### src/design/kse_pkg.sv
// ----------------------------------------------------------------------------
// kse_pkg
// Shared types and constants of the keypad scanner with code entry.
// ----------------------------------------------------------------------------
package kse_pkg;

  localparam int unsigned ColW   = 4;
  localparam int unsigned RowW   = 2;
  localparam int unsigned MapW   = 16;
  localparam int unsigned DigitW = 4;
  localparam int unsigned CodeW  = 44;
  localparam int unsigned EventW = 3;

  typedef enum logic [EventW-1:0] {
    EvNone     = 3'd0,
    EvDigit    = 3'd1,
    EvFuncA    = 3'd2,
    EvFuncB    = 3'd3,
    EvMatch    = 3'd4,
    EvMismatch = 3'd5
  } key_event_e;

  // Decode of the single held key on a fresh press.
  typedef struct packed {
    logic              dig_vld;
    logic [DigitW-1:0] digit;
    logic              func_a;
    logic              func_b;
    logic              check;
  } kse_dec_t;

endpackage

### src/design/kse_col_if.sv
// ----------------------------------------------------------------------------
// kse_col_if
// Scan tick channel: column levels of the row driven low.
// ----------------------------------------------------------------------------
interface kse_col_if;
  logic       valid;
  logic       ready;
  logic [3:0] column_levels;

  modport source (output valid, output column_levels, input ready);
  modport sink (input valid, input column_levels, output ready);
endinterface

### src/design/kse_cfg_if.sv
// ----------------------------------------------------------------------------
// kse_cfg_if
// Configuration write channel for the expected code.
// ----------------------------------------------------------------------------
interface kse_cfg_if;
  logic        valid;
  logic        ready;
  logic [43:0] expected_code;

  modport source (output valid, output expected_code, input ready);
  modport sink (input valid, input expected_code, output ready);
endinterface

### src/design/kse_res_if.sv
// ----------------------------------------------------------------------------
// kse_res_if
// Result channel: row to drive, key map, event and entry register.
// ----------------------------------------------------------------------------
interface kse_res_if;
  logic        valid;
  logic        ready;
  logic [1:0]  drive_row;
  logic [15:0] key_map;
  logic [2:0]  key_event;
  logic [3:0]  entered_digit;
  logic [43:0] entered_code;

  modport source (output valid, output drive_row, output key_map, output key_event,
                  output entered_digit, output entered_code, input ready);
  modport sink (input valid, input drive_row, input key_map, input key_event,
                input entered_digit, input entered_code, output ready);
endinterface

### src/design/kse_keymap.sv
// ----------------------------------------------------------------------------
// kse_keymap
// Row scan state, held-key map and single-key press decode.
// ----------------------------------------------------------------------------
module kse_keymap (
  input  logic                    clk_i,
  input  logic                    rst_ni,
  input  logic                    adv_i,
  input  logic [3:0]              cols_i,
  output logic [1:0]              row_d_o,
  output logic [15:0]             held_d_o,
  output kse_pkg::kse_dec_t       dec_o
);
  import kse_pkg::*;

  logic [RowW-1:0] scan_q, scan_d;
  logic [MapW-1:0] held_q, held_d;
  logic [ColW-1:0] pressed;
  logic            fresh;

  assign pressed = ~cols_i;
  assign scan_d  = scan_q + RowW'(1);

  // Replace the scanned row's nibble; held map doubles as last-scanned history.
  always_comb begin
    for (int r = 0; r < 4; r++) begin
      if (scan_q == RowW'(r)) begin
        held_d[r*ColW +: ColW] = pressed;
      end else begin
        held_d[r*ColW +: ColW] = held_q[r*ColW +: ColW];
      end
    end
  end

  assign fresh = |(pressed & ~held_q[scan_q*ColW +: ColW]);

  always_comb begin
    dec_o = '0;
    if (fresh) begin
      unique case (held_d)
        16'h0001: begin dec_o.dig_vld = 1'b1; dec_o.digit = 4'd7; end
        16'h0002: begin dec_o.dig_vld = 1'b1; dec_o.digit = 4'd4; end
        16'h0004: begin dec_o.dig_vld = 1'b1; dec_o.digit = 4'd1; end
        16'h0008: begin dec_o.dig_vld = 1'b1; dec_o.digit = 4'd0; end
        16'h0010: begin dec_o.dig_vld = 1'b1; dec_o.digit = 4'd8; end
        16'h0020: begin dec_o.dig_vld = 1'b1; dec_o.digit = 4'd5; end
        16'h0040: begin dec_o.dig_vld = 1'b1; dec_o.digit = 4'd2; end
        16'h0100: begin dec_o.dig_vld = 1'b1; dec_o.digit = 4'd9; end
        16'h0200: begin dec_o.dig_vld = 1'b1; dec_o.digit = 4'd6; end
        16'h0400: begin dec_o.dig_vld = 1'b1; dec_o.digit = 4'd3; end
        16'h1000: dec_o.func_a = 1'b1;
        16'h2000: dec_o.func_b = 1'b1;
        16'h8000: dec_o.check  = 1'b1;
        default: ;
      endcase
    end
  end

  always_ff @(posedge clk_i or negedge rst_ni) begin
    if (!rst_ni) begin
      scan_q <= '0;
      held_q <= '0;
    end else if (adv_i) begin
      scan_q <= scan_d;
      held_q <= held_d;
    end
  end

  assign row_d_o  = scan_d;
  assign held_d_o = held_d;

  a_row_advance: assert property (@(posedge clk_i) disable iff (!rst_ni)
    adv_i |=> scan_q == $past(scan_d))
    else $error("scan row did not advance");

  a_decode_single: assert property (@(posedge clk_i) disable iff (!rst_ni)
    (dec_o.dig_vld || dec_o.func_a || dec_o.func_b || dec_o.check) |-> $onehot(held_d))
    else $error("decode without exactly one held key");

endmodule

### src/design/kse_entry.sv
// ----------------------------------------------------------------------------
// kse_entry
// BCD digit entry register, expected code register and code compare.
// ----------------------------------------------------------------------------
module kse_entry #(
  parameter int unsigned CodeDigits = 11
) (
  input  logic                      clk_i,
  input  logic                      rst_ni,
  input  logic                      cfg_we_i,
  input  logic [kse_pkg::CodeW-1:0] cfg_code_i,
  input  logic                      adv_i,
  input  kse_pkg::kse_dec_t         dec_i,
  output logic [4*CodeDigits-1:0]   entry_d_o,
  output logic                      match_o
);
  import kse_pkg::*;

  localparam int unsigned EntryW = 4 * CodeDigits;
  localparam int unsigned CmpW   = (EntryW > CodeW) ? EntryW : CodeW;
  localparam logic [CmpW-1:0] CmpMask = (CmpW'(1) << EntryW) - CmpW'(1);

  logic [DigitW-1:0] dig_q [CodeDigits];
  logic [DigitW-1:0] dig_d [CodeDigits];
  logic [CodeW-1:0]  exp_q;
  logic [EntryW-1:0] entry_q;

  // Slot 0 holds the oldest digit; shift toward it, newest enters at the top.
  always_comb begin
    for (int k = 0; k < CodeDigits; k++) begin
      if (k == CodeDigits - 1) begin
        dig_d[k] = dec_i.digit;
      end else begin
        dig_d[k] = dig_q[k+1];
      end
      entry_q[DigitW*(CodeDigits-1-k) +: DigitW]   = dig_q[k];
      entry_d_o[DigitW*(CodeDigits-1-k) +: DigitW] = dec_i.dig_vld ? dig_d[k] : dig_q[k];
    end
  end

  assign match_o = (CmpW'(entry_q) == (CmpW'(exp_q) & CmpMask));

  always_ff @(posedge clk_i or negedge rst_ni) begin
    if (!rst_ni) begin
      for (int k = 0; k < CodeDigits; k++) begin
        dig_q[k] <= '0;
      end
    end else if (adv_i && dec_i.dig_vld) begin
      for (int k = 0; k < CodeDigits; k++) begin
        dig_q[k] <= dig_d[k];
      end
    end
  end

  always_ff @(posedge clk_i or negedge rst_ni) begin
    if (!rst_ni) begin
      exp_q <= '0;
    end else if (cfg_we_i) begin
      exp_q <= cfg_code_i;
    end
  end

  a_digit_enters: assert property (@(posedge clk_i) disable iff (!rst_ni)
    adv_i && dec_i.dig_vld |=> dig_q[CodeDigits-1] == $past(dec_i.digit))
    else $error("entered digit not stored");

  a_entry_holds: assert property (@(posedge clk_i) disable iff (!rst_ni)
    !(adv_i && dec_i.dig_vld) |=> entry_q == $past(entry_q))
    else $error("entry changed without a digit");

endmodule

### src/design/keypad_scan_code_entry.sv
// ----------------------------------------------------------------------------
// keypad_scan_code_entry
// 4x4 matrix keypad scanner with BCD code entry and code check.
// ----------------------------------------------------------------------------
// Path: an accepted scan tick goes to the input register, then the result
//   register; a stall on the result side holds it in the input register.
// Throughput: one tick per cycle unless stalled; map and entry update at once.
// Reset: row 0, empty key map, all entry digits and the expected code zero.
// ----------------------------------------------------------------------------
module keypad_scan_code_entry #(
  parameter int unsigned CodeDigits = 11
) (
  input  logic        clk_i,
  input  logic        rst_ni,
  kse_col_if.sink     col_i,
  kse_cfg_if.sink     cfg_i,
  kse_res_if.source   res_o
);
  import kse_pkg::*;

  localparam int unsigned EntryW = 4 * CodeDigits;
  localparam int unsigned WideW  = (EntryW > CodeW) ? EntryW : CodeW;

  logic              in_vld_q;
  logic [ColW-1:0]   cols_q;
  logic              adv;
  logic              out_vld_q;

  logic [RowW-1:0]   row_d;
  logic [MapW-1:0]   held_d;
  kse_dec_t          dec;
  logic [EntryW-1:0] entry_d;
  logic [WideW-1:0]  entry_wide;
  logic              match;
  key_event_e        ev_d, ev_q;

  logic [RowW-1:0]   row_q;
  logic [MapW-1:0]   map_q;
  logic [DigitW-1:0] digit_q;
  logic [CodeW-1:0]  code_q;

  // Advance when the result register is free or being drained this cycle.
  assign adv         = in_vld_q && (!out_vld_q || res_o.ready);
  assign col_i.ready = !in_vld_q || adv;
  assign cfg_i.ready = 1'b1;

  always_ff @(posedge clk_i or negedge rst_ni) begin
    if (!rst_ni) begin
      in_vld_q <= 1'b0;
    end else if (col_i.valid && col_i.ready) begin
      in_vld_q <= 1'b1;
    end else if (adv) begin
      in_vld_q <= 1'b0;
    end
  end

  always_ff @(posedge clk_i) begin
    if (col_i.valid && col_i.ready) begin
      cols_q <= col_i.column_levels;
    end
  end

  kse_keymap u_keymap (
    .clk_i    (clk_i),
    .rst_ni   (rst_ni),
    .adv_i    (adv),
    .cols_i   (cols_q),
    .row_d_o  (row_d),
    .held_d_o (held_d),
    .dec_o    (dec)
  );

  kse_entry #(
    .CodeDigits (CodeDigits)
  ) u_entry (
    .clk_i      (clk_i),
    .rst_ni     (rst_ni),
    .cfg_we_i   (cfg_i.valid),
    .cfg_code_i (cfg_i.expected_code),
    .adv_i      (adv),
    .dec_i      (dec),
    .entry_d_o  (entry_d),
    .match_o    (match)
  );

  always_comb begin
    priority if (dec.dig_vld) begin
      ev_d = EvDigit;
    end else if (dec.func_a) begin
      ev_d = EvFuncA;
    end else if (dec.func_b) begin
      ev_d = EvFuncB;
    end else if (dec.check) begin
      ev_d = match ? EvMatch : EvMismatch;
    end else begin
      ev_d = EvNone;
    end
  end

  assign entry_wide = WideW'(entry_d);

  always_ff @(posedge clk_i or negedge rst_ni) begin
    if (!rst_ni) begin
      out_vld_q <= 1'b0;
    end else if (adv) begin
      out_vld_q <= 1'b1;
    end else if (res_o.ready) begin
      out_vld_q <= 1'b0;
    end
  end

  always_ff @(posedge clk_i) begin
    if (adv) begin
      row_q   <= row_d;
      map_q   <= held_d;
      ev_q    <= ev_d;
      digit_q <= dec.dig_vld ? dec.digit : '0;
      code_q  <= entry_wide[CodeW-1:0];
    end
  end

  assign res_o.valid         = out_vld_q;
  assign res_o.drive_row     = row_q;
  assign res_o.key_map       = map_q;
  assign res_o.key_event     = ev_q;
  assign res_o.entered_digit = digit_q;
  assign res_o.entered_code  = code_q;

  a_event_one_key: assert property (@(posedge clk_i) disable iff (!rst_ni)
    out_vld_q && ev_q != EvNone |-> $onehot(map_q))
    else $error("event reported with other than one held key");

  a_digit_only_on_event: assert property (@(posedge clk_i) disable iff (!rst_ni)
    out_vld_q && ev_q != EvDigit |-> digit_q == '0)
    else $error("digit shown without a digit event");

  a_digit_in_code: assert property (@(posedge clk_i) disable iff (!rst_ni)
    out_vld_q && ev_q == EvDigit |-> code_q[DigitW-1:0] == digit_q)
    else $error("entered digit missing from entry register");

  a_advance_loads: assert property (@(posedge clk_i) disable iff (!rst_ni)
    adv |=> out_vld_q)
    else $error("result register not loaded on advance");

endmodule
### src/flat_wrapper.sv
// flat-port wrapper written by rule: the top's interface ports become plain ports
module keypad_scan_code_entry_flat import kse_pkg::*;
#(
  parameter int unsigned CodeDigits = 11
)
  (clk_i, rst_ni, col_i_valid, col_i_column_levels, col_i_ready, cfg_i_valid, cfg_i_expected_code, cfg_i_ready, res_o_valid, res_o_drive_row, res_o_key_map, res_o_key_event, res_o_entered_digit, res_o_entered_code, res_o_ready);
  kse_col_if col_i_i ();
  kse_cfg_if cfg_i_i ();
  kse_res_if res_o_i ();
  input  logic clk_i;
  input  logic rst_ni;
  input wire logic [$bits(col_i_i.valid)-1:0] col_i_valid;
  input wire logic [$bits(col_i_i.column_levels)-1:0] col_i_column_levels;
  output wire logic [$bits(col_i_i.ready)-1:0] col_i_ready;
  input wire logic [$bits(cfg_i_i.valid)-1:0] cfg_i_valid;
  input wire logic [$bits(cfg_i_i.expected_code)-1:0] cfg_i_expected_code;
  output wire logic [$bits(cfg_i_i.ready)-1:0] cfg_i_ready;
  output wire logic [$bits(res_o_i.valid)-1:0] res_o_valid;
  output wire logic [$bits(res_o_i.drive_row)-1:0] res_o_drive_row;
  output wire logic [$bits(res_o_i.key_map)-1:0] res_o_key_map;
  output wire logic [$bits(res_o_i.key_event)-1:0] res_o_key_event;
  output wire logic [$bits(res_o_i.entered_digit)-1:0] res_o_entered_digit;
  output wire logic [$bits(res_o_i.entered_code)-1:0] res_o_entered_code;
  input wire logic [$bits(res_o_i.ready)-1:0] res_o_ready;
  assign col_i_i.valid = col_i_valid;
  assign col_i_i.column_levels = col_i_column_levels;
  assign col_i_ready = col_i_i.ready;
  assign cfg_i_i.valid = cfg_i_valid;
  assign cfg_i_i.expected_code = cfg_i_expected_code;
  assign cfg_i_ready = cfg_i_i.ready;
  assign res_o_valid = res_o_i.valid;
  assign res_o_drive_row = res_o_i.drive_row;
  assign res_o_key_map = res_o_i.key_map;
  assign res_o_key_event = res_o_i.key_event;
  assign res_o_entered_digit = res_o_i.entered_digit;
  assign res_o_entered_code = res_o_i.entered_code;
  assign res_o_i.ready = res_o_ready;
  keypad_scan_code_entry #(.CodeDigits(CodeDigits)) u_core (.clk_i(clk_i), .rst_ni(rst_ni), .col_i(col_i_i), .cfg_i(cfg_i_i), .res_o(res_o_i));
endmodule
### config.mk
export PLATFORM = sky130hd
export DESIGN_NAME = keypad_scan_code_entry_flat
export DESIGN_NICKNAME = d
export VERILOG_FILES = /design/src/design/kse_pkg.sv /design/src/design/kse_col_if.sv /design/src/design/kse_cfg_if.sv /design/src/design/kse_res_if.sv /design/src/design/kse_keymap.sv /design/src/design/kse_entry.sv /design/src/design/keypad_scan_code_entry.sv /design/src/flat_wrapper.sv
export SDC_FILE = /design/constraint.sdc
export NUM_CORES = 1
export LEC_CHECK = 0
export BUFFER_PORTS_ARGS = -buffer_cell sky130_fd_sc_hd__buf_2
export CORE_MARGIN = 10
export CORE_UTILIZATION = 59
export CTS_BUF_LIST = sky130_fd_sc_hd__clkbuf_4
export CTS_CLUSTER_SIZE = 10
export DETAILED_ROUTE_END_ITERATION = 7
export GPL_TIMING_DRIVEN = 0
export PLACE_DENSITY_LB_ADDON = 0.05
export SKIP_LAST_GASP = 1
export SLEW_MARGIN = 20
export SYNTH_ARGS = -nofsm -noshare
export SYNTH_HDL_FRONTEND = slang
export SYNTH_SLANG_ARGS = --single-unit
### constraint.sdc
create_clock -name clk_i -period 3.9 [get_ports clk_i]
set_input_delay 0 -clock clk_i [delete_from_list [all_inputs] [get_ports clk_i]]
set_output_delay 0 -clock clk_i [all_outputs]
set_load 0.01 [all_outputs]
# [After elaboration in Yosys (flattened, before gate mapping)]
# Index checks and enable logic that the tools add are counted.
[classes] muxes=28 addsub=1 eq_ne=17 n_bitwise=4 reduce_logical=12 shift=1
[ops] cell="2-to-1 mux 4 bit" count=15
[ops] cell="one-hot mux 5 bit (10 select lines)" count=1
[ops] cell="equality test 44 bit" count=1
[ops] cell="equality test 16 x 1 -> 1 bit (second input constant)" count=1
[ops] cell="equality test 16 x 10 -> 1 bit (second input constant)" count=1
[ops] cell="equality test 16 x 11 -> 1 bit (second input constant)" count=1
[ops] cell="equality test 16 x 13 -> 1 bit (second input constant)" count=1
[ops] cell="equality test 16 x 14 -> 1 bit (second input constant)" count=1
[ops] cell="equality test 16 bit (second input constant)" count=1
[ops] cell="equality test 16 x 2 -> 1 bit (second input constant)" count=1
[ops] cell="equality test 16 x 3 -> 1 bit (second input constant)" count=1
[ops] cell="equality test 16 x 4 -> 1 bit (second input constant)" count=1
[ops] cell="equality test 16 x 5 -> 1 bit (second input constant)" count=1
[ops] cell="equality test 16 x 6 -> 1 bit (second input constant)" count=1
[ops] cell="equality test 16 x 7 -> 1 bit (second input constant)" count=1
[ops] cell="equality test 16 x 9 -> 1 bit (second input constant)" count=1
[ops] cell="variable part select 16 x 5 -> 4 bit" count=1
[ops] cell="2-to-1 mux 1 bit" count=8
[ops] cell="2-to-1 mux 8 bit" count=1
[ops] cell="NOT 4 bit" count=2
[ops] cell="OR reduction 4 bit" count=2
[ops] cell="2-to-1 mux 2 bit" count=3
[ops] cell="AND 4 bit" count=1
[ops] cell="equality test 2 bit (second input constant)" count=2
[ops] cell="8 further kinds" count=13
[word_totals] in_bits=53 regBits=181 output_inout_bits=72

# [Depth between registers and ports, before layout]
# Gate-level depths: netlist of the first run.
[logic_depth] ltp_word=8 mapped_depth=13 depth_no_buf=10

# [Hierarchy]
# Synthesis of the first run repeated with hierarchy kept, for this count alone.
[hier_totals] hier_cells=554 hier_area_um2=8067.7
[modules_own_cells] mod="kse_entry" seq_area_each_um2=2202.1 cells_per_inst=294 area_per_inst_um2=4264.1 n_inst=1
[modules_own_cells] mod="keypad_scan_code_entry" seq_area_each_um2=2242.2 cells_per_inst=93 area_per_inst_um2=2353.5 n_inst=1
[modules_own_cells] mod="kse_keymap" seq_area_each_um2=450.4 cells_per_inst=167 area_per_inst_um2=1450.1 n_inst=1

# [Least setup slack after synthesis of the first run]
# No wires, ideal clock.
[synth_path] path_kind="reg-to-reg" from="register u_core.u_keymap.scan_q[0]" to="register u_core.code_q[11], in the netlist u_core.res_o.entered_code[11], data pin" t_arrival_ps=2897 n_path_buf=3 path_stages_with_launch=13 synth_period_minus_slack_ps=3157 setup_slack_ps=743 path_cell_list="dfrtp_1 clkbuf_1 inv_1 ha_1 clkbuf_1 and3_1 or2_2 o21a_1 o21ai_1 o211ai_4 o21ai_4 buf_6 mux2_4"
[synth_via] elab_chain_cells=6 word_cells_on_any_way=25
[synth_lines] element="from (decl)" line="kse_keymap.sv:16" text="logic [RowW-1:0] scan_q, scan_d;"
[synth_lines] element="from (signal assigned)" line="kse_keymap.sv:64" text="scan_q <= scan_d;"
[synth_lines] element="equality test 2 x 1 -> 1 bit, or another cell as far along" line="kse_keymap.sv:27" text="if (scan_q == RowW'(r)) begin"
[synth_lines] element="2-to-1 mux 4 bit / NOT 4 bit (equally long branches)" line="kse_keymap.sv:27, kse_keymap.sv:35"
[synth_lines] element="equality test 16 x 11 -> 1 bit, or another cell as far along" line="kse_keymap.sv:40" text="unique case (held_d)"
[synth_lines] element="one-hot mux 5 bit (10 select lines) / OR reduction 4 bit (equally long branches)" line="kse_keymap.sv:40, kse_keymap.sv:35"
[synth_lines] element="2-to-1 mux 8 bit *" line="kse_keymap.sv:39" text="if (fresh) begin"
[synth_lines] element="2-to-1 mux 4 bit *" line="kse_entry.sv:37" text="entry_d_o[DigitW*(CodeDigits-1-k) +: DigitW] = dec_i.dig_vld ? dig_d[k] : dig_q[k];"
[synth_lines] element="net u_core.entry_d[11]" line="keypad_scan_code_entry.sv:32" text="logic [EntryW-1:0] entry_d;"
[synth_lines] element="to (signal assigned)" line="keypad_scan_code_entry.sv:118" text="code_q <= entry_wide[CodeW-1:0];"
[synth_lines] element="to (decl)" line="keypad_scan_code_entry.sv:40" text="logic [CodeW-1:0] code_q;"
# Mark *: on every way through the listed nets, which the timed path passes. The rest lies on a longest branch.
# A chain may end at the register's enable or synchronous reset.

# [Worst setup path after layout of the first run]
[layout_path] from="register u_core.u_keymap.scan_q[0]" to="register u_core.code_q[19], in the netlist u_core.res_o.entered_code[19], data pin"
# The elaborated chain is that of the path after synthesis.

==> results of run 1 <==
[cells by family (layout without fill, tap and decap cells)]
| family | count (synthesis) | in the layout | synth area share, % |
|---|---|---|---|
| flip-flops | 181 | 181 | 58.3 |
| AND/OR/NAND/NOR | 101 | 101 | 6.80 |
| buffers and inverters | 45 | 258 | 3.09 |
| XOR/XNOR | 46 | 46 | 4.80 |
| AO/OA/AOI/OAI | 52 | 52 | 4.89 |
| adder cells (fa/ha/maj) | 4 | 4 | 0.597 |
| multiplexers | 144 | 144 | 21.4 |
| other | 1 | 1 | 0.0447 |
[area by class of cell]
type	count	area [um2]
flip-flops and latches	181	4890
clock inverters	13	180
repair buffers	182	1270
multi-input cells	348	3240
plain buffers	25	184
fillers	902	3670
clock buffers	19	143
well taps	180	225
inverters	19	73.8
[worst max-delay path, delay by kind of cell, from the launching register on]
family | cells | cell delay, ns
buffers and inverters | 3 | 0.67
and+or+nand+nor | 2 | 0.52
AOI/OAI and AO/OA | 4 | 0.97
DFF | 1 | 0.60
muxes | 1 | 0.33
adders and majority gates | 1 | 0.32
[timing repair]
action / 4_1_cts / 5_1_grt
hold buffers: 58 / 0
endpoints found under the hold margin: 162 / 0
gates resized for setup: 0 / 1
setup endpoints to repair: 0 / 39
[layer usage]
layer	vias to the layer above	wire length [um]	GRT usage [%]
li1	2506	-	-
met1	2727	9200	29.5
met2	196	8800	29.2
met3	27	1440	5.07
met4	0	332	6.48
met5	-	0	0
[worst max-delay path by stage]
stage | from | to | cells after the start | slack [ns]
floorplan | u_core.u_keymap.scan_q[0] | u_core.res_o.entered_code[11] | 12 | 0.74
global placement | u_core.u_keymap.scan_q[0] | u_core.res_o.entered_code[11] | 10 | 0.08
detailed placement | u_core.u_keymap.scan_q[0] | u_core.res_o.entered_code[19] | 10 | 0.09
CTS | u_core.u_keymap.scan_q[0] | u_core.res_o.entered_code[19] | 10 | 0.06
global route | u_core.u_keymap.scan_q[0] | u_core.res_o.entered_code[19] | 11 | 0.02
finish | u_core.u_keymap.scan_q[0] | u_core.res_o.entered_code[19] | 11 | 0.25
[state kept, by name, summed over array words and instances (netlist names), 4 cells and up]
name,count
u_core.cols_q,4
u_core.res_o.key_map,16
u_core.u_keymap.held_q,16
u_core.u_entry.dig_d,40
u_core.u_entry.dig_q,4
u_core.res_o.entered_code,44
u_core.res_o.entered_digit,4
u_core.u_entry.exp_q,44
[cells in the mapped netlist (4+ instances only)]
library cell,instances,share of area (%)
dfrtp_1,108,32
edfxtp_1,73,26
mux2_2,60,8.1
xnor2_1,46,4.8
mux2_4,38,6.8
mux2_1,34,4.6
nand2_1,19,0.85
nor2_1,18,0.81
inv_1,17,0.76
o21ai_0,12,0.72
nand4_1,11,0.82
buf_6,10,1.3
clkbuf_1,9,0.40
nor3_1,9,0.54
a21oi_1,8,0.48
mux2i_1,8,0.95
nand2b_1,8,0.60
and3_1,7,0.52
nor2b_1,7,0.52
ha_1,4,0.60
mux4_2,4,1.1
nor4_1,4,0.30
[report_power, final]
group | internal [mW] | switching [mW]
clock | 0.524 | 0.638
sequential | 2.25 | 0.193
combinational | 0.571 | 0.737
total | 3.35 | 1.57
==> impl_metrics.prom, run 1 <==
# TYPE chip_impl_metric gauge
chip_impl_metric{name="fin_crit",unit="ns"} 3.65
chip_impl_metric{name="delay_of_the_slowest_cell_on_the_worst_path",unit="ns"} 0.60
chip_impl_info{name="critical_path.reg2reg.endpoint",value="u_core.res_o.entered_code[19]"} 1
chip_impl_metric{name="report.power.total",unit="mW"} 4.92
chip_impl_metric{name="via_count",unit=""} 5456
chip_impl_info{name="layout_commonest_cell",value="buf_2"} 1
chip_impl_metric{name="io_buffers",unit=""} 122
chip_impl_metric{name="cts_sinks",unit=""} 181
chip_impl_metric{name="drt-pass1-iter-count",unit=""} 7
chip_impl_metric{name="detail_route.iter0.violations",unit=""} 517
chip_impl_metric{name="critical_path_arrival",unit="ns"} 3.98
chip_impl_metric{name="num_rows",unit=""} 43
chip_impl_metric{name="synth.avg_cell_area",unit="um2"} 14.6
chip_impl_info{name="critPathSlowestCell",value="dfrtp_1"} 1
chip_impl_metric{name="design.die.area",unit="um2"} 19400
chip_impl_metric{name="hold-path-cell-count",unit=""} 2
chip_impl_metric{name="post-route-cell-area",unit="um2"} 10200
chip_impl_metric{name="hpwlAfterDp",unit="um"} 14000
chip_impl_metric{name="proportion_of_layout_cells_with_a_drive_suffix_above_1",unit="%"} 37.4
chip_impl_metric{name="dp_worst_setup_slack",unit="ns"} 0.0871
chip_impl_metric{name="io_pins",unit=""} 125
chip_impl_metric{name="cts_buffers",unit=""} 17
chip_impl_metric{name="remaining_drc_errors",unit=""} 0
chip_impl_metric{name="grt_start_max_net_pins",unit=""} 57
chip_impl_metric{name="grt_use_total",unit="%"} 20.3
chip_impl_metric{name="post_synth_instance_area",unit="um2"} 8390
chip_impl_metric{name="route.final.wire_length",unit="um"} 19800
chip_impl_metric{name="max_clock_freq",unit="MHz"} 274
chip_impl_metric{name="utilization",unit="%"} 73.6
chip_impl_info{name="critPathLaunchType",value="register"} 1
chip_impl_metric{name="timing.setup.tns",unit="ns"} 0
chip_impl_metric{name="placed_cells",unit=""} 878
chip_impl_metric{name="power.ir.vdd_worst",unit="mV"} 0.470
chip_impl_metric{name="routed_via_density",unit=""} 5.64
chip_impl_metric{name="async_reset_ff_share",unit="%"} 59.7
chip_impl_metric{name="placeableCoreArea",unit="um2"} 13900
chip_impl_metric{name="post_synth_inst_count",unit=""} 574
chip_impl_metric{name="number_of_different_library_cells_in_the_post_synthesis_netlist",unit=""} 64
chip_impl_metric{name="layout_setup_ws",unit="ns"} 0.248
chip_impl_metric{name="finalHoldViolCount",unit=""} 0
chip_impl_metric{name="r2r_cells",unit=""} 11
chip_impl_info{name="layout_common_cells",value="buf_2 (124), dfrtp_1 (108), edfxtp_1 (73)"} 1
chip_impl_metric{name="antenna_found_initial",unit=""} 0
chip_impl_info{name="hold_class",value="primary input to register"} 1
chip_impl_info{name="yosys_most_used_dff",value="dfrtp_1"} 1
chip_impl_metric{name="maxSlewViolCount",unit=""} 0
chip_impl_info{name="timing.hold.worst.start",value="col_i_column_levels[2]"} 1
chip_impl_metric{name="die_h",unit="um"} 139
chip_impl_info{name="min_to",value="u_core.cols_q[2]"} 1
chip_impl_metric{name="grt_pass1_vias",unit=""} 5483
chip_impl_metric{name="timing.max_cap.violations",unit=""} 0
chip_impl_metric{name="htree_num_levels",unit=""} 4
chip_impl_metric{name="postCtsSetupBuffers",unit=""} 0
chip_impl_metric{name="slew-limit-headroom",unit="%"} 49.1
chip_impl_metric{name="worstPathMaxFanout",unit=""} 10
chip_impl_metric{name="yosys_warnings",unit=""} 0
chip_impl_metric{name="worst_pin_slew",unit="ns"} 0.763
chip_impl_info{name="run_status",value="complete, no violations"} 1
chip_impl_metric{name="final-setup-viol-count",unit=""} 0
chip_impl_metric{name="worst-r2r-setup-slack",unit="ns"} 0.25
chip_impl_metric{name="syn-num-nets",unit=""} 631
chip_impl_metric{name="cts-root-to-sink-buffers",unit=""} 2
chip_impl_metric{name="yosysSeqAreaShare",unit="%"} 58.3
chip_impl_metric{name="power_density",unit="nW/um2"} 482
chip_impl_metric{name="power.leakage",unit="nW"} 4.56
chip_impl_metric{name="avgRoutedWirePerCell",unit="um"} 20.4
chip_impl_metric{name="drtAntennaViolNets",unit=""} 0
chip_impl_metric{name="clk_pin_slew_worst_setup_hold_paths",unit="ns"} 0.13
chip_impl_metric{name="grt_pass1_wl",unit="um"} 31100
chip_impl_info{name="cts.root.buffer_cell",value="clkbuf_4"} 1
chip_impl_info{name="worstSetupEndpointType",value="register"} 1
chip_impl_metric{name="worstPathRequired",unit="ns"} 4.23
chip_impl_metric{name="routability_congestion",unit=""} 0.874
chip_impl_info{name="startpoint_to_endpoint_class_of_the_critical_path",value="register to register"} 1
chip_impl_info{name="grt_setup_unrepaired",value="false"} 1
chip_impl_info{name="r2r-start",value="u_core.u_keymap.scan_q[0]"} 1
chip_impl_metric{name="finish.net_count",unit=""} 831
chip_impl_metric{name="hold_slack",unit="ns"} 0.143
chip_impl_metric{name="num_antenna_cells",unit=""} 0
chip_impl_metric{name="layout.cells.non_filler",unit=""} 967
chip_impl_metric{name="placed_area",unit="um2"} 9290
chip_impl_info{name="tritoncts",value="done"} 1
chip_impl_metric{name="initial_utilization",unit="%"} 60.4
chip_impl_info{name="path_cells",value="inv_1 > ha_1 > clkbuf_1 > and3_1 > or2_2 > o21a_1 > o21ai_1 > o211ai_4 > o21ai_4 > buf_6 > mux2_4"} 1
chip_impl_metric{name="finalClockSkew",unit="ns"} 0.0180
chip_impl_metric{name="clock_latency",unit="ns"} 0.57
chip_impl_metric{name="synth_enable_flop_cells",unit=""} 73
chip_impl_metric{name="postSynthRegisterBits",unit=""} 181
chip_impl_metric{name="die_x_extent",unit="um"} 139
chip_impl_metric{name="area.growth.synth_to_final",unit="%"} 21.7
chip_impl_metric{name="finalCritPeriodShare",unit="%"} 93.6
chip_impl_metric{name="gr-total-overflow",unit=""} 0
(Power assumes the default switching activity.)
==> run 2, diff against run 1 <==
- CORE_UTILIZATION: 59 -> 64
- clock period: 3.9 -> 4.66 ns (I/O delays scaled with it)
==> impl_metrics.prom, run 2 (synthesized netlist as in run 1, its figures left out) <==
# TYPE chip_impl_metric gauge
chip_impl_info{name="cts.root.buffer_cell",value="clkbuf_4"} 1
chip_impl_metric{name="area.growth.synth_to_final",unit="%"} 21.0
chip_impl_metric{name="critical_path_arrival",unit="ns"} 4.29
chip_impl_metric{name="layout_setup_ws",unit="ns"} 0.701
chip_impl_metric{name="grt_use_total",unit="%"} 23.5
chip_impl_metric{name="hold-path-cell-count",unit=""} 2
chip_impl_metric{name="routability_congestion",unit=""} 0.854
chip_impl_metric{name="finish.net_count",unit=""} 832
chip_impl_metric{name="placeableCoreArea",unit="um2"} 12700
chip_impl_metric{name="fin_crit",unit="ns"} 3.96
chip_impl_metric{name="design.die.area",unit="um2"} 18100
chip_impl_info{name="grt_setup_unrepaired",value="false"} 1
chip_impl_metric{name="worst-r2r-setup-slack",unit="ns"} 0.70
chip_impl_metric{name="io_pins",unit=""} 125
chip_impl_metric{name="final-setup-viol-count",unit=""} 0
chip_impl_metric{name="placed_cells",unit=""} 870
chip_impl_metric{name="finalClockSkew",unit="ns"} 0.0215
chip_impl_metric{name="num_rows",unit=""} 41
chip_impl_metric{name="layout.cells.non_filler",unit=""} 961
chip_impl_metric{name="initial_utilization",unit="%"} 66.0
chip_impl_info{name="timing.hold.worst.start",value="col_i_column_levels[3]"} 1
chip_impl_metric{name="placed_area",unit="um2"} 9280
chip_impl_metric{name="proportion_of_layout_cells_with_a_drive_suffix_above_1",unit="%"} 36.9
chip_impl_metric{name="routed_via_density",unit=""} 5.79
chip_impl_metric{name="remaining_drc_errors",unit=""} 0
chip_impl_info{name="layout_common_cells",value="buf_2 (124), dfrtp_1 (108), edfxtp_1 (73)"} 1
chip_impl_metric{name="drtAntennaViolNets",unit=""} 0
chip_impl_metric{name="clk_pin_slew_worst_setup_hold_paths",unit="ns"} 0.14
chip_impl_info{name="r2r-start",value="u_core.u_keymap.scan_q[0]"} 1
chip_impl_metric{name="worst_pin_slew",unit="ns"} 0.955
chip_impl_info{name="startpoint_to_endpoint_class_of_the_critical_path",value="register to register"} 1
chip_impl_metric{name="grt_pass1_wl",unit="um"} 32500
chip_impl_metric{name="r2r_cells",unit=""} 10
chip_impl_metric{name="die_x_extent",unit="um"} 135
chip_impl_metric{name="max_clock_freq",unit="MHz"} 253
chip_impl_metric{name="cts_sinks",unit=""} 181
chip_impl_info{name="hold_class",value="primary input to register"} 1
chip_impl_metric{name="io_buffers",unit=""} 122
chip_impl_info{name="worstSetupEndpointType",value="register"} 1
chip_impl_metric{name="hpwlAfterDp",unit="um"} 14100
chip_impl_metric{name="avgRoutedWirePerCell",unit="um"} 22.0
chip_impl_metric{name="slew-limit-headroom",unit="%"} 36.1
chip_impl_metric{name="post-route-cell-area",unit="um2"} 10100
chip_impl_metric{name="finalCritPeriodShare",unit="%"} 85.0
chip_impl_metric{name="clock_latency",unit="ns"} 0.58
chip_impl_metric{name="grt_pass1_vias",unit=""} 5744
chip_impl_metric{name="timing.setup.tns",unit="ns"} 0
chip_impl_metric{name="die_h",unit="um"} 135
chip_impl_metric{name="drt-pass1-iter-count",unit=""} 5
chip_impl_metric{name="via_count",unit=""} 5568
chip_impl_metric{name="htree_num_levels",unit=""} 4
chip_impl_metric{name="cts-root-to-sink-buffers",unit=""} 2
chip_impl_metric{name="finalHoldViolCount",unit=""} 0
chip_impl_metric{name="power_density",unit="nW/um2"} 395
chip_impl_metric{name="worstPathMaxFanout",unit=""} 10
chip_impl_metric{name="cts_buffers",unit=""} 17
chip_impl_info{name="min_to",value="u_core.cols_q[3]"} 1
chip_impl_info{name="critPathLaunchType",value="register"} 1
chip_impl_info{name="tritoncts",value="done"} 1
chip_impl_metric{name="timing.max_cap.violations",unit=""} 0
chip_impl_metric{name="worstPathRequired",unit="ns"} 4.99
chip_impl_metric{name="antenna_found_initial",unit=""} 1
chip_impl_metric{name="route.final.wire_length",unit="um"} 21100
chip_impl_metric{name="maxSlewViolCount",unit=""} 0
chip_impl_metric{name="dp_worst_setup_slack",unit="ns"} 0.808
chip_impl_metric{name="power.ir.vdd_worst",unit="mV"} 0.375
chip_impl_info{name="run_status",value="complete, no violations"} 1
chip_impl_metric{name="fillCellCount",unit=""} 773
chip_impl_metric{name="gr-total-overflow",unit=""} 0
chip_impl_metric{name="report.power.total",unit="mW"} 4.01
chip_impl_metric{name="detail_route.iter0.violations",unit=""} 486
chip_impl_metric{name="power.leakage",unit="nW"} 4.54
chip_impl_info{name="critical_path.reg2reg.endpoint",value="u_core.res_o.entered_code[7]"} 1
chip_impl_info{name="layout_commonest_cell",value="buf_2"} 1
chip_impl_metric{name="grt_start_max_net_pins",unit=""} 64
-- run 2: cell count changes in the layout (fill, tap and decap cells not counted), sizes merged --
cell,previous run,this run
clkinvlp,1,2
diode,0,1
bufinv,4,2
clkinv,5,7
-- run 2: worst max-delay path: stages, from the launching register on --
cell and delay, ns:
dfrtp_1 0.41, clkbuf_1 0.39, inv_1 0.20, ha_1 0.31, a31oi_1 0.79, nor2_1 0.13, a32oi_1 0.34, o211ai_4 0.17
o21ai_4 0.38, buf_6 0.26, mux2_4 0.32
-- run 2: worst max path at each step --
stage / to / slack [ns] / startpoint
6_report: u_core.res_o.entered_code[7] / 0.70 / u_core.u_keymap.scan_q[0]
5_1_grt: u_core.res_o.entered_code[7] / 0.44 / u_core.u_keymap.scan_q[0]
3_3_place_gp: u_core.res_o.entered_code[7] / 0.79 / u_core.u_keymap.scan_q[0]
3_5_place_dp: u_core.res_o.entered_code[7] / 0.81 / u_core.u_keymap.scan_q[0]
4_1_cts: u_core.res_o.entered_code[7] / 0.74 / u_core.u_keymap.scan_q[0]
2_1_floorplan: u_core.res_o.entered_code[11] / 1.50 / u_core.u_keymap.scan_q[0]
-- run 2: cell type report --
cell class / instances / area, um2 / share of cell area [%]
multi-input combinational: 348 / 3240 / 31.9
clock buffer: 18 / 135 / 1.33
antenna: 1 / 2.50 / 0.0247
sequential: 181 / 4890 / 48.2
clock inverter: 14 / 133 / 1.31
tap: 172 / 215 / 2.12
buffer: 26 / 188 / 1.85
inverter: 19 / 73.8 / 0.727
timing repair buffer: 182 / 1270 / 12.5
-- run 2: repair_timing --
| item | 4_1_cts | 5_1_grt |
|---|---|---|
| buffers inserted | 0 | 0 |
| gates resized for setup | 0 | 0 |
| hold buffers | 58 | 0 |
| hold endpoints to repair | 162 | 0 |
| endpoints found under the setup margin | 0 | 0 |
-- run 2: routing by layer --
metal / global-route usage [%] / wire (um) / up-vias
met5: 0 / 0 / -
met3: 5.71 / 1560 / 18
met4: 6.29 / 176 / 0
met2: 37.9 / 10100 / 209
met1: 31.1 / 9250 / 2842
li1: - / - / 2499
-- run 2: where the power goes --
part	internal [mW]	leakage, nW	total [mW]	switching, mW
sequential	1.89	2.07	2.04	0.154
combinational	0.480	2.32	1.12	0.635
clock	0.319	0.148	0.854	0.535
total	2.69	4.54	4.01	1.32
-- run 2: metrics by stage --
step	utilization, %	hold slack, ns
after floorplan	-	-0.296
after global placement	72.4	0.178
after detailed placement	72.9	-0.0334
after CTS	79.8	0.0817
after global routing	79.8	0.104
final	79.8	0.134
